`src/hdl/wdst_pkg.sv`:
```
// Shared types and constants for the watchdog subscriber table.
`timescale 1ns / 1ps

package wdst_pkg;

    // Mark held by a slot that has no subscriber.
    localparam logic [15:0] EMPTY_MARK = 16'hFFFF;

    // Command opcodes.
    localparam logic [1:0] OP_SUBSCRIBE   = 2'd0;
    localparam logic [1:0] OP_UNSUBSCRIBE = 2'd1;
    localparam logic [1:0] OP_ALIVE       = 2'd2;
    localparam logic [1:0] OP_PERIOD_END  = 2'd3;

    // Result status codes.
    localparam logic [1:0] ST_DONE         = 2'd0;
    localparam logic [1:0] ST_TABLE_FULL   = 2'd1;
    localparam logic [1:0] ST_OUT_OF_RANGE = 2'd2;
    localparam logic [1:0] ST_SLOT_EMPTY   = 2'd3;

    // Command and partial result that walk down the row of slot cells.
    typedef struct packed {
        logic [1:0]  opcode;
        logic [15:0] client_id;
        logic [7:0]  slot_number;
        logic        taken;
        logic [2:0]  granted_slot;
        logic        id_duplicate;
        logic [1:0]  status;
        logic        every_alive;
        logic [7:0]  silent_mask;
    } t_token;

endpackage

```
`src/hdl/watchdog_subscriber_table_core.sv`:
```
// Top level of the watchdog subscriber table: command intake, slot cell row and result register.
`timescale 1ns / 1ps

// Channel  Dir  tdata                                         tuser
// s_axis   in   client_id[15:0] slot_number[23:16]            opcode[1:0]
// m_axis   out  granted_slot[2:0] id_duplicate[3]             status[1:0]
//               every_alive[4] silent_mask[12:5]
//
// A command walks the row of slot cells one cell per cycle unless the row is frozen,
// and its result is registered in the output register after the last cell. One
// command is in the row at a time, and a new one is accepted while the previous
// result still waits in the output register. A stalled output freezes the row
// once a command reaches the last cell. Reset empties all slots and clears all flags.

module watchdog_subscriber_table_core #(
    parameter int SLOT_COUNT = 8
) (
    input  logic        i_clk,
    input  logic        i_rst_n,
    input  logic        s_axis_tvalid,
    output logic        s_axis_tready,
    input  logic [23:0] s_axis_tdata,  // client_id[15:0], slot_number[23:16]
    input  logic [1:0]  s_axis_tuser,  // opcode[1:0]
    output logic        m_axis_tvalid,
    input  logic        m_axis_tready,
    output logic [15:0] m_axis_tdata,  // granted_slot, id_duplicate, every_alive, silent_mask
    output logic [1:0]  m_axis_tuser   // status[1:0]
);
    import wdst_pkg::*;

    t_token            tok [SLOT_COUNT+1];
    logic [SLOT_COUNT:0] vld;

    logic        r_busy;
    logic        r_out_valid;
    logic [15:0] r_out_data;
    logic [1:0]  r_out_status;

    logic        accept;
    logic        en;
    logic        last_valid;
    t_token      last_tok;
    t_token      head_tok;
    logic [1:0]  fin_status;

    assign s_axis_tready = !r_busy;
    assign accept        = s_axis_tvalid && !r_busy;
    assign last_valid    = vld[SLOT_COUNT];
    assign last_tok      = tok[SLOT_COUNT];
    assign en            = !(last_valid && r_out_valid && !m_axis_tready);

    // Build the command token that enters the first cell.
    always_comb begin
        head_tok.opcode       = s_axis_tuser;
        head_tok.client_id    = s_axis_tdata[15:0];
        head_tok.slot_number  = s_axis_tdata[23:16];
        head_tok.taken        = 1'b0;
        head_tok.granted_slot = 3'd0;
        head_tok.id_duplicate = 1'b0;
        head_tok.every_alive  = 1'b1;
        head_tok.silent_mask  = 8'd0;
        head_tok.status       = ST_DONE;
        if (((s_axis_tuser == OP_UNSUBSCRIBE) || (s_axis_tuser == OP_ALIVE)) &&
            ({1'b0, s_axis_tdata[23:16]} >= 9'(SLOT_COUNT))) begin
            head_tok.status = ST_OUT_OF_RANGE;
        end
    end

    assign vld[0] = accept;
    assign tok[0] = head_tok;

    // Row of slot cells.
    for (genvar g = 0; g < SLOT_COUNT; g++) begin : g_cell
        wdst_cell #(
            .CELL_INDEX(g)
        ) u_cell (
            .i_clk  (i_clk),
            .i_rst_n(i_rst_n),
            .i_en   (en),
            .i_valid(vld[g]),
            .i_tok  (tok[g]),
            .o_valid(vld[g+1]),
            .o_tok  (tok[g+1])
        );
    end

    // A subscribe that found no free slot reports a full table.
    always_comb begin
        fin_status = last_tok.status;
        if ((last_tok.opcode == OP_SUBSCRIBE) && !last_tok.taken) begin
            fin_status = ST_TABLE_FULL;
        end
    end

    // Busy flag and output valid.
    always_ff @(posedge i_clk) begin
        if (!i_rst_n) begin
            r_busy      <= 1'b0;
            r_out_valid <= 1'b0;
        end else begin
            if (accept) begin
                r_busy <= 1'b1;
            end else if (en && last_valid) begin
                r_busy <= 1'b0;
            end
            if (en && last_valid) begin
                r_out_valid <= 1'b1;
            end else if (m_axis_tready) begin
                r_out_valid <= 1'b0;
            end
        end
    end

    // Result register.
    always_ff @(posedge i_clk) begin
        if (en && last_valid) begin
            r_out_status <= fin_status;
            r_out_data   <= {3'd0, last_tok.silent_mask, last_tok.every_alive,
                             last_tok.id_duplicate,
                             (last_tok.taken ? last_tok.granted_slot : 3'd0)};
        end
    end

    assign m_axis_tvalid = r_out_valid;
    assign m_axis_tdata  = r_out_data;
    assign m_axis_tuser  = r_out_status;

endmodule

```
`src/hdl/wdst_cell.sv`:
```
// One slot of the subscriber table: holds an id and an alive flag and serves a passing command.
`timescale 1ns / 1ps

module wdst_cell #(
    parameter int CELL_INDEX = 0
) (
    input  logic             i_clk,
    input  logic             i_rst_n,
    input  logic             i_en,
    input  logic             i_valid,
    input  wdst_pkg::t_token i_tok,
    output logic             o_valid,
    output wdst_pkg::t_token o_tok
);
    import wdst_pkg::*;

    localparam logic [2:0] SlotLow = 3'(CELL_INDEX % 8);
    localparam logic [7:0] SlotIdx = 8'(CELL_INDEX);
    localparam bit         InMask  = (CELL_INDEX < 8);

    logic [15:0] r_id;
    logic        r_alive;
    logic        r_valid;
    t_token      r_tok;

    logic [15:0] n_id;
    logic        n_alive;
    t_token      n_tok;
    logic        used;
    logic        rpt_alive;

    // Serve the command against this slot and fold the slot into the report.
    always_comb begin
        used    = (r_id != EMPTY_MARK);
        n_id    = r_id;
        n_alive = r_alive;
        n_tok   = i_tok;
        unique case (i_tok.opcode)
            OP_SUBSCRIBE: begin
                if (used && (r_id == i_tok.client_id)) begin
                    n_tok.id_duplicate = 1'b1;
                end
                if (!used && !i_tok.taken) begin
                    n_id               = i_tok.client_id;
                    n_alive            = 1'b1;
                    n_tok.taken        = 1'b1;
                    n_tok.granted_slot = SlotLow;
                end
            end
            OP_UNSUBSCRIBE, OP_ALIVE: begin
                if ((i_tok.status == ST_DONE) && (i_tok.slot_number == SlotIdx)) begin
                    if (!used) begin
                        n_tok.status = ST_SLOT_EMPTY;
                    end else if (i_tok.opcode == OP_UNSUBSCRIBE) begin
                        n_id    = EMPTY_MARK;
                        n_alive = 1'b0;
                    end else begin
                        n_alive = 1'b1;
                    end
                end
            end
            default: begin
                n_alive = 1'b0;
            end
        endcase
        // Period end reports the flags as they were before clearing.
        rpt_alive = (i_tok.opcode == OP_PERIOD_END) ? r_alive : n_alive;
        if ((n_id != EMPTY_MARK) && !rpt_alive) begin
            n_tok.every_alive = 1'b0;
            if (InMask) begin
                n_tok.silent_mask[SlotLow] = 1'b1;
            end
        end
    end

    // Slot state updates only when a command passes this cell.
    always_ff @(posedge i_clk) begin
        if (!i_rst_n) begin
            r_id    <= EMPTY_MARK;
            r_alive <= 1'b0;
            r_valid <= 1'b0;
        end else if (i_en) begin
            r_valid <= i_valid;
            if (i_valid) begin
                r_id    <= n_id;
                r_alive <= n_alive;
            end
        end
    end

    // Hand the partial result to the next cell.
    always_ff @(posedge i_clk) begin
        if (i_en && i_valid) begin
            r_tok <= n_tok;
        end
    end

    assign o_valid = r_valid;
    assign o_tok   = r_tok;

endmodule

```
`config.mk`:
```
export PLATFORM = sky130hd
export DESIGN_NAME = watchdog_subscriber_table_core
export DESIGN_NICKNAME = d
export VERILOG_FILES = /design/src/hdl/wdst_pkg.sv /design/src/hdl/watchdog_subscriber_table_core.sv /design/src/hdl/wdst_cell.sv
export SDC_FILE = /design/constraint.sdc
export NUM_CORES = 1
export LEC_CHECK = 0
export BUFFER_PORTS_ARGS = -buffer_cell sky130_fd_sc_hd__buf_2
export CAP_MARGIN = 20
export CORE_MARGIN = 5
export CORE_UTILIZATION = 60
export DETAILED_ROUTE_END_ITERATION = 16
export PLACE_DENSITY = 0.77
export SYNTH_ARGS = -nofsm -noshare
export SYNTH_HDL_FRONTEND = slang
export SYNTH_SLANG_ARGS = --single-unit
```
`constraint.sdc`:
```
create_clock -name i_clk -period 6.62 [get_ports i_clk]
set_input_delay 0.331 -clock i_clk [delete_from_list [all_inputs] [get_ports i_clk]]
set_output_delay 0.331 -clock i_clk [all_outputs]
set_load 0.01 [all_outputs]
```
==> out/metrics.cfg, run 1 <==
[timing]
finalCriticalPeriod_ns=2.94
slew_headroom_pct=28.9
worst_pin_slew_ns=1.06
hold_slack_ns=0.0171
finalCritPeriodShare_pct=44.4
rsz0062_at_grt=false
maxSlewViolCount=0
max_freq_mhz=340
hold_viol_final=0
skew_ns=0.0199
finalSetupTns_ns=0
setup_violations=0

[floorplanning]
die_height_microns=189
core-area_sq_um=31600
start_util_pct=60.8
num_rows=65
die-area_sq_um=35700
ioPinCount=50
die_x_microns=189

[yosys]
ys_seq_area_share_pct=60.8
synthArstFlopShare_pct=0
yosys_warnings=0
synth_area_sq_um=19200
ys_types=79
synth_flop_cell=edfxtp_1
synth_seq_cells=438
synth_edf_count=292
synthesis.instances=1696
synth_area_per_cell_sq_um=11.3

[pwr]
leakage_nw=7.51
design_power_total_mw=5.87
cellPowerDensity_nw_per_um2=275
ir_drop_mv=0.247

[route]
vias=13554
viasPerCell=6.22
drtAntennaViolNets=0
routed_wl_microns=45000
post-route-drc-count=0
drt_first_iter_violations=1121
dr.pass1.iters=5
wl_per_cell_microns=20.6

[critical_path]
worst-path-buf-inv=0
reg2regPathDepth=6
worstPathCellList=or4_1 > nor4_2 > nand2_1 > nor4b_4 > nand2b_2 > a21o_1
cp-end-kind=register
crit_cells=6
r2r_setup_slack_ns=3.68
cpPeakStageDelay_ns=0.68
crit_required_ns=7.09
startpoint_type=register
crit_family=simple AND/OR/NAND/NOR gates
criticalPathCategory=register to register
cp_max_fo=9
crit_slowest_cell=nor4_2
arrival_ns=3.41

[grt]
track_usage_pct=25.1
overflow=0
grt_pass1_wl_microns=71600
antenna_found_initial=0
grt_max_degree=62
grt_pass1_vias=13343

[final_layout]
finalNetCount=1797
layout_commonest_cell=edfxtp_1
fin_area_sq_um=21400
multi_input_area_sq_um=7120
seq_area_sq_um=11700
final_cell_mix=edfxtp_1 (292), nand2_1 (216), dfxtp_1 (146)
layoutNonFillerInstCount=2180
drive_gt1_share_pct=8.38
n_antenna_cell=0
area_growth_syn_to_layout_pct=11.0
nFillCells=2320

[outcome]
status=finished clean

[clock_network]
numCtsBuffers=44
clockRootBuffer=clkbuf_16
clkLatencyLatePin_ns=0.54
htreeDepth=2
cts-resized-gates=0
clkSlewWorstSetupHoldPaths_ns=0.06
cts_setup_buffers=0
cts.sinks=438
cts_tree=done
cts.path.max_buffers=3

[place]
place_congestion=0.955
dp_hpwl_microns=32300
dpl_cell_area_sq_um=19800
dp.cells=2090
port_buffers=46

[run]
drv_cap=0

[worst_hold_path]
hp-class=input port to register
whs_path_depth=1

logic make-up (layout without fill, tap and decap cells):
family	after synthesis	count (layout)	synth area share (%)
xor+xnor	128	128	5.83
other cells	1	3	0.0195
buf+inv	110	190	2.24
mux	3	3	0.169
simple gates	581	581	15.7
fa+ha+maj	24	24	1.56
flops	438	438	60.8
compound gates	411	411	13.7
routing by layer:
layer | GRT usage, % | share of wire [%] | vias to the layer above
met5 | 0 | 0 | -
met4 | 14.5 | 6.3 | 0
met3 | 3.30 | 5.3 | 149
met2 | 44.9 | 51 | 523
met1 | 28.9 | 37 | 6503
li1 | - | - | 6379
registers in the layout (all words and copies together) (netlist names):
name                   count
m_axis_tvalid              1
g_cell.u_cell.o_valid      8
g_cell.u_cell.r_id       128
g_cell.u_cell.r_alive      8
m_axis_tdata              13
m_axis_tuser               2
r_busy                     1
g_cell.u_cell.o_tok      277
cell type report:
cell class / instances / area share (%)
clock buffers: 63 / 5.63
clock inverters: 18 / 1.32
inverters: 44 / 0.773
multi-input cells: 1150 / 33.3
flip-flops and latches: 438 / 54.7
well taps: 402 / 2.35
repair buffers: 65 / 1.85
repair_timing:
| action | CTS | global route |
|---|---|---|
| hold buffers | 8 | 0 |
| setup endpoints to repair | 0 | 0 |
| endpoints found under the hold margin | 8 | 0 |
power breakdown:
group          leakage (nW)  switching (mW)  total [mW]  internal (mW)
clock                 0.722            1.01        2.55           1.54
combinational          2.95           0.200       0.309          0.109
sequential             3.84          0.0539        3.01           2.96
through the flow:
step           utilization [%]  setup WS (ns)
2_1_floorplan                -           4.04
3_3_place_gp              62.6           3.78
3_5_place_dp              62.6           3.71
4_1_cts                   67.5           3.67
5_1_grt                   67.5           3.49
6_report                  67.5           3.68
cell usage after synthesis (all sizes together), types with 10 or more instances:
cell	count	share of area, %
xnor2	70	3.2
nand2	217	4.2
inv	44	0.86
o21a	29	1.1
o21bai	11	0.43
xor2	58	2.6
nor2b	25	0.81
edfxtp	292	46
and3	18	0.59
o22ai	12	0.39
nand4b	10	0.46
dfxtp	146	15
nand4	61	2.0
a41o	10	0.52
ha	24	1.6
and2	14	0.46
o2bb2ai	16	0.73
nor3	36	0.96
a21oi	36	0.94
a21boi	16	0.64
o211ai	21	0.82
a31oi	22	0.72
or2	16	0.52
o21ai	165	4.3
a21o	34	1.3
nor4	32	1.3
clkbuf	60	1.2
nor2	74	1.4
or4	11	0.45
nand3	26	0.68
path summary, 6_finish.rpt:
path,startpoint,to
setup / recovery,g_cell[2].u_cell.o_tok[19],g_cell[3].u_cell.r_id[6]
hold / removal,s_axis_tdata[19],g_cell[0].u_cell.o_tok[19]
setup reg to reg,g_cell[2].u_cell.o_tok[19],g_cell[3].u_cell.r_id[6]
hold reg to reg,g_cell[3].u_cell.o_tok[1],g_cell[4].u_cell.o_tok[1]
No activity file was read; power rests on OpenSTA's default activity.
==> run 2, diff against run 1 <==
--- a/config.mk
+++ b/config.mk
@@ -5,12 +5,13 @@
 export SDC_FILE = /design/constraint.sdc
 export NUM_CORES = 1
 export LEC_CHECK = 0
+export ABC_AREA = 1
 export BUFFER_PORTS_ARGS = -buffer_cell sky130_fd_sc_hd__buf_2
 export CAP_MARGIN = 20
 export CORE_MARGIN = 5
-export CORE_UTILIZATION = 60
+export CORE_UTILIZATION = 57
 export DETAILED_ROUTE_END_ITERATION = 16
-export PLACE_DENSITY = 0.77
+export PLACE_DENSITY = 0.76
 export SYNTH_ARGS = -nofsm -noshare
 export SYNTH_HDL_FRONTEND = slang
 export SYNTH_SLANG_ARGS = --single-unit
==> constraint.sdc (replaced) <==
create_clock -name i_clk -period 2.5 [get_ports i_clk]
set_input_delay 0.125 -clock i_clk [delete_from_list [all_inputs] [get_ports i_clk]]
set_output_delay 0.125 -clock i_clk [all_outputs]
set_load 0.01 [all_outputs]
==> run 2 against run 1 <==
Effect of this change:
- first-iteration DRC count rose to 2.6 times the previous value
- critical path depth up 3
- power rose to 2.9 times the previous value
- combinational power rose to 5.0 times the previous value
- setup slack worse by 3.5 ns
- clock power rose to 2.8 times the previous value
- cell area up 25%
- sequential power rose to 2.7 times the previous value
- critical endpoint is now g_cell[1].u_cell.o_tok[1]
==> out/metrics.cfg, run 2 <==
[outcome]
status=finished clean

[clock_network]
cts.sinks=438
clockRootBuffer=clkbuf_16
cts.path.max_buffers=3
htreeDepth=2
clkLatencyLatePin_ns=0.58
cts_tree=done
clkSlewWorstSetupHoldPaths_ns=0.06
numCtsBuffers=47
cts_setup_buffers=0

[critical_path]
arrival_ns=2.61
crit_slowest_cell=clkinv_1
cpPeakStageDelay_ns=0.46
r2r_setup_slack_ns=0.21
crit_family=simple AND/OR/NAND/NOR gates
cp-end-kind=register
worstPathCellList=ha_1 > clkinv_1 > nand3_1 > nand2_1 > nor2_1 > nand2_1 > nor2_1 > nand2_1 > and2_1
startpoint_type=register
worst-path-buf-inv=1
reg2regPathDepth=9
rr_endpoint=g_cell[1].u_cell.o_tok[1]
timing.rr.start=g_cell[0].u_cell.o_tok[40]
crit_required_ns=2.82
cp_common_cell=nand2_1
cp_max_fo=18
criticalPathCategory=register to register

[place]
dp_hpwl_microns=50100
place_congestion=1.00
port_buffers=46

[run]
drv_cap=0

[floorplanning]
die-area_sq_um=46200
ioPinCount=50
core-area_sq_um=41800
die_x_microns=215
num_rows=75
start_util_pct=57.3
die_height_microns=215

[route]
routed_wl_microns=71800
wl_per_cell_microns=19.6
dr.pass1.iters=9
post-route-drc-count=0
drtAntennaViolNets=0
viasPerCell=6.04
vias=22162
drt_first_iter_violations=2926

[yosys]
ys_top_cells_by_count=nand2_1 (626), nand3_1 (552), inv_1 (303)
yosysTopAreaCellShare_pct=36.6
synth_area_per_cell_sq_um=7.92
synth_area_sq_um=23900
synth_flop_cell=edfxtp_1
yosys.area.top_type=edfxtp_1
synthesis.instances=3024
ys_types=52
synth_edf_count=292
synthArstFlopShare_pct=0
yosysMostFrequentCell=nand2_1
synth_seq_cells=438
ys_seq_area_share_pct=48.8
synth_area_leaders=edfxtp_1 (37%), dfxtp_1 (12%), nand3_1 (12%)
yosys_warnings=0

[final_layout]
finalNetCount=3144
drive_gt1_share_pct=9.40
utilization_pct=64.1
layout_commonest_cell=nand2_1
area_growth_syn_to_layout_pct=11.8
largest_reg_flops=277
final_cell_mix=nand2_1 (626), nand3_1 (551), inv_1 (302)
n_antenna_cell=0

[pwr]
ir_drop_mv=0.488
power_switching_mw=4.12
seq_power_share_pct=48.3
p_int_mw=12.6
leakage_nw=11.9
p_comb_share_pct=9.2
p_clk_share_pct=42.5
sw_frac_of_total_pct=24.6
cellPowerDensity_nw_per_um2=626

[grt]
antenna_found_initial=0
grt_pass1_wl_microns=113000
track_usage_pct=30.1
overflow=0
grt_max_degree=66
grt_pass1_vias=20620

[timing]
rsz0062_at_grt=false
slew_headroom_pct=37.0
max_freq_mhz=436
finalCriticalPeriod_ns=2.29
setup_violations=0
skew_ns=0.0231
worst_pin_slew_ns=0.944
finalCritPeriodShare_pct=91.8
finalSetupTns_ns=0
maxSlewViolCount=0
hold_viol_final=0

[worst_hold_path]
whs_path_depth=5
min-delay-start=s_axis_tvalid
hp-class=input port to register
min_to=r_busy

## run 2: cell count changes after synthesis, moves of 38 or more
cell / delta
a21oi_1: +127
nand2_1: +410
xnor2_1: -61
inv_1: +260
nand3_1: +526
buf_2: +54
o21ai_0: +67
xor2_1: -49
nor2_1: +185
o21ai_1: -38
o22ai_1: +48
## run 2: how the worst max path moves through the flow
stage,cells past startpoint,to,startpoint
floorplan,8,g_cell[0].u_cell.r_id[3],m_axis_tvalid
global placement,10,g_cell[1].u_cell.o_tok[1],g_cell[0].u_cell.o_tok[40]
detailed placement,10,g_cell[1].u_cell.o_tok[1],g_cell[0].u_cell.o_tok[40]
CTS,10,g_cell[1].u_cell.o_tok[1],g_cell[0].u_cell.o_tok[41]
global route,9,g_cell[7].u_cell.o_tok[8],g_cell[6].u_cell.o_tok[40]
finish,9,g_cell[1].u_cell.o_tok[1],g_cell[0].u_cell.o_tok[40]
## run 2: metrics by stage
step / hold WS (ns) / power [mW] / worst slack [ns] / instance area (sq um) / cells
global route: 0.104 / 17.4 / 0.0540 / 26800 / 3668
CTS: 0.0652 / 16.8 / 0.0536 / 26700 / 3668
finish: 0.129 / 16.7 / 0.206 / 26800 / 3668
detailed placement: 0.319 / 9.71 / 0.101 / 24900 / 3552
floorplan: 0.224 / 9.22 / 0.141 / 24000 / 3026
global placement: 0.317 / 9.67 / 0.173 / 24900 / 3552
## run 2: kinds of logic after synthesis
family | share of synthesized area, %
buf+inv | 8.38
simple gates | 29.5
mux | 0.125
other cells | 0.0157
xor+xnor | 0.658
fa+ha+maj | 1.25
flops | 48.8
compound gates | 11.3
## run 2: layout make-up
| type | instances | area [sq um] |
|---|---|---|
| tap | 539 | 674 |
| inverter | 328 | 1230 |
| timing repair buffer | 175 | 1290 |
| sequential | 438 | 11700 |
| multi-input combinational | 2100 | 10300 |
| clock buffer | 66 | 1320 |
| clock inverter | 22 | 270 |
| fill | 3602 | 15000 |
## run 2: worst reg2reg max path: cells and delay by family, from the launching register on
| kind | cells | cell delay [ns] |
|---|---|---|
| flops | 1 | 0.40 |
| buf+inv | 1 | 0.46 |
| simple gates | 7 | 1.01 |
| fa+ha+maj | 1 | 0.19 |
## run 2: routing by layer
layer / vias up / share of wire [%] / wire length, microns / GRT usage, %
met4: 0 / 5.1 / 3680 / 14.1
met2: 1302 / 48 / 34100 / 50.2
met3: 229 / 8.4 / 6060 / 4.10
li1: 10433 / - / - / -
met1: 10198 / 39 / 27900 / 39.4
met5: - / 0 / 0 / 0
## run 2: what timing repair did
| action | CTS | global route |
|---|---|---|
| endpoints found under the hold margin | 33 | 0 |
| hold buffers | 28 | 0 |
| gates resized for setup | 0 | 4 |
| endpoints found under the setup margin | 0 | 3 |
## run 2: power groups by stage
| stage | Clock, mW | Combinational, mW | Sequential, mW |
|---|---|---|---|
| finish | 7.11 | 1.55 | 8.09 |
| detailed placement | 0 | 1.47 | 8.24 |
| CTS | 7.25 | 1.52 | 8.08 |
| floorplan | 0 | 1.07 | 8.15 |
| global route | 7.59 | 1.71 | 8.11 |
| global placement | 0 | 1.44 | 8.23 |
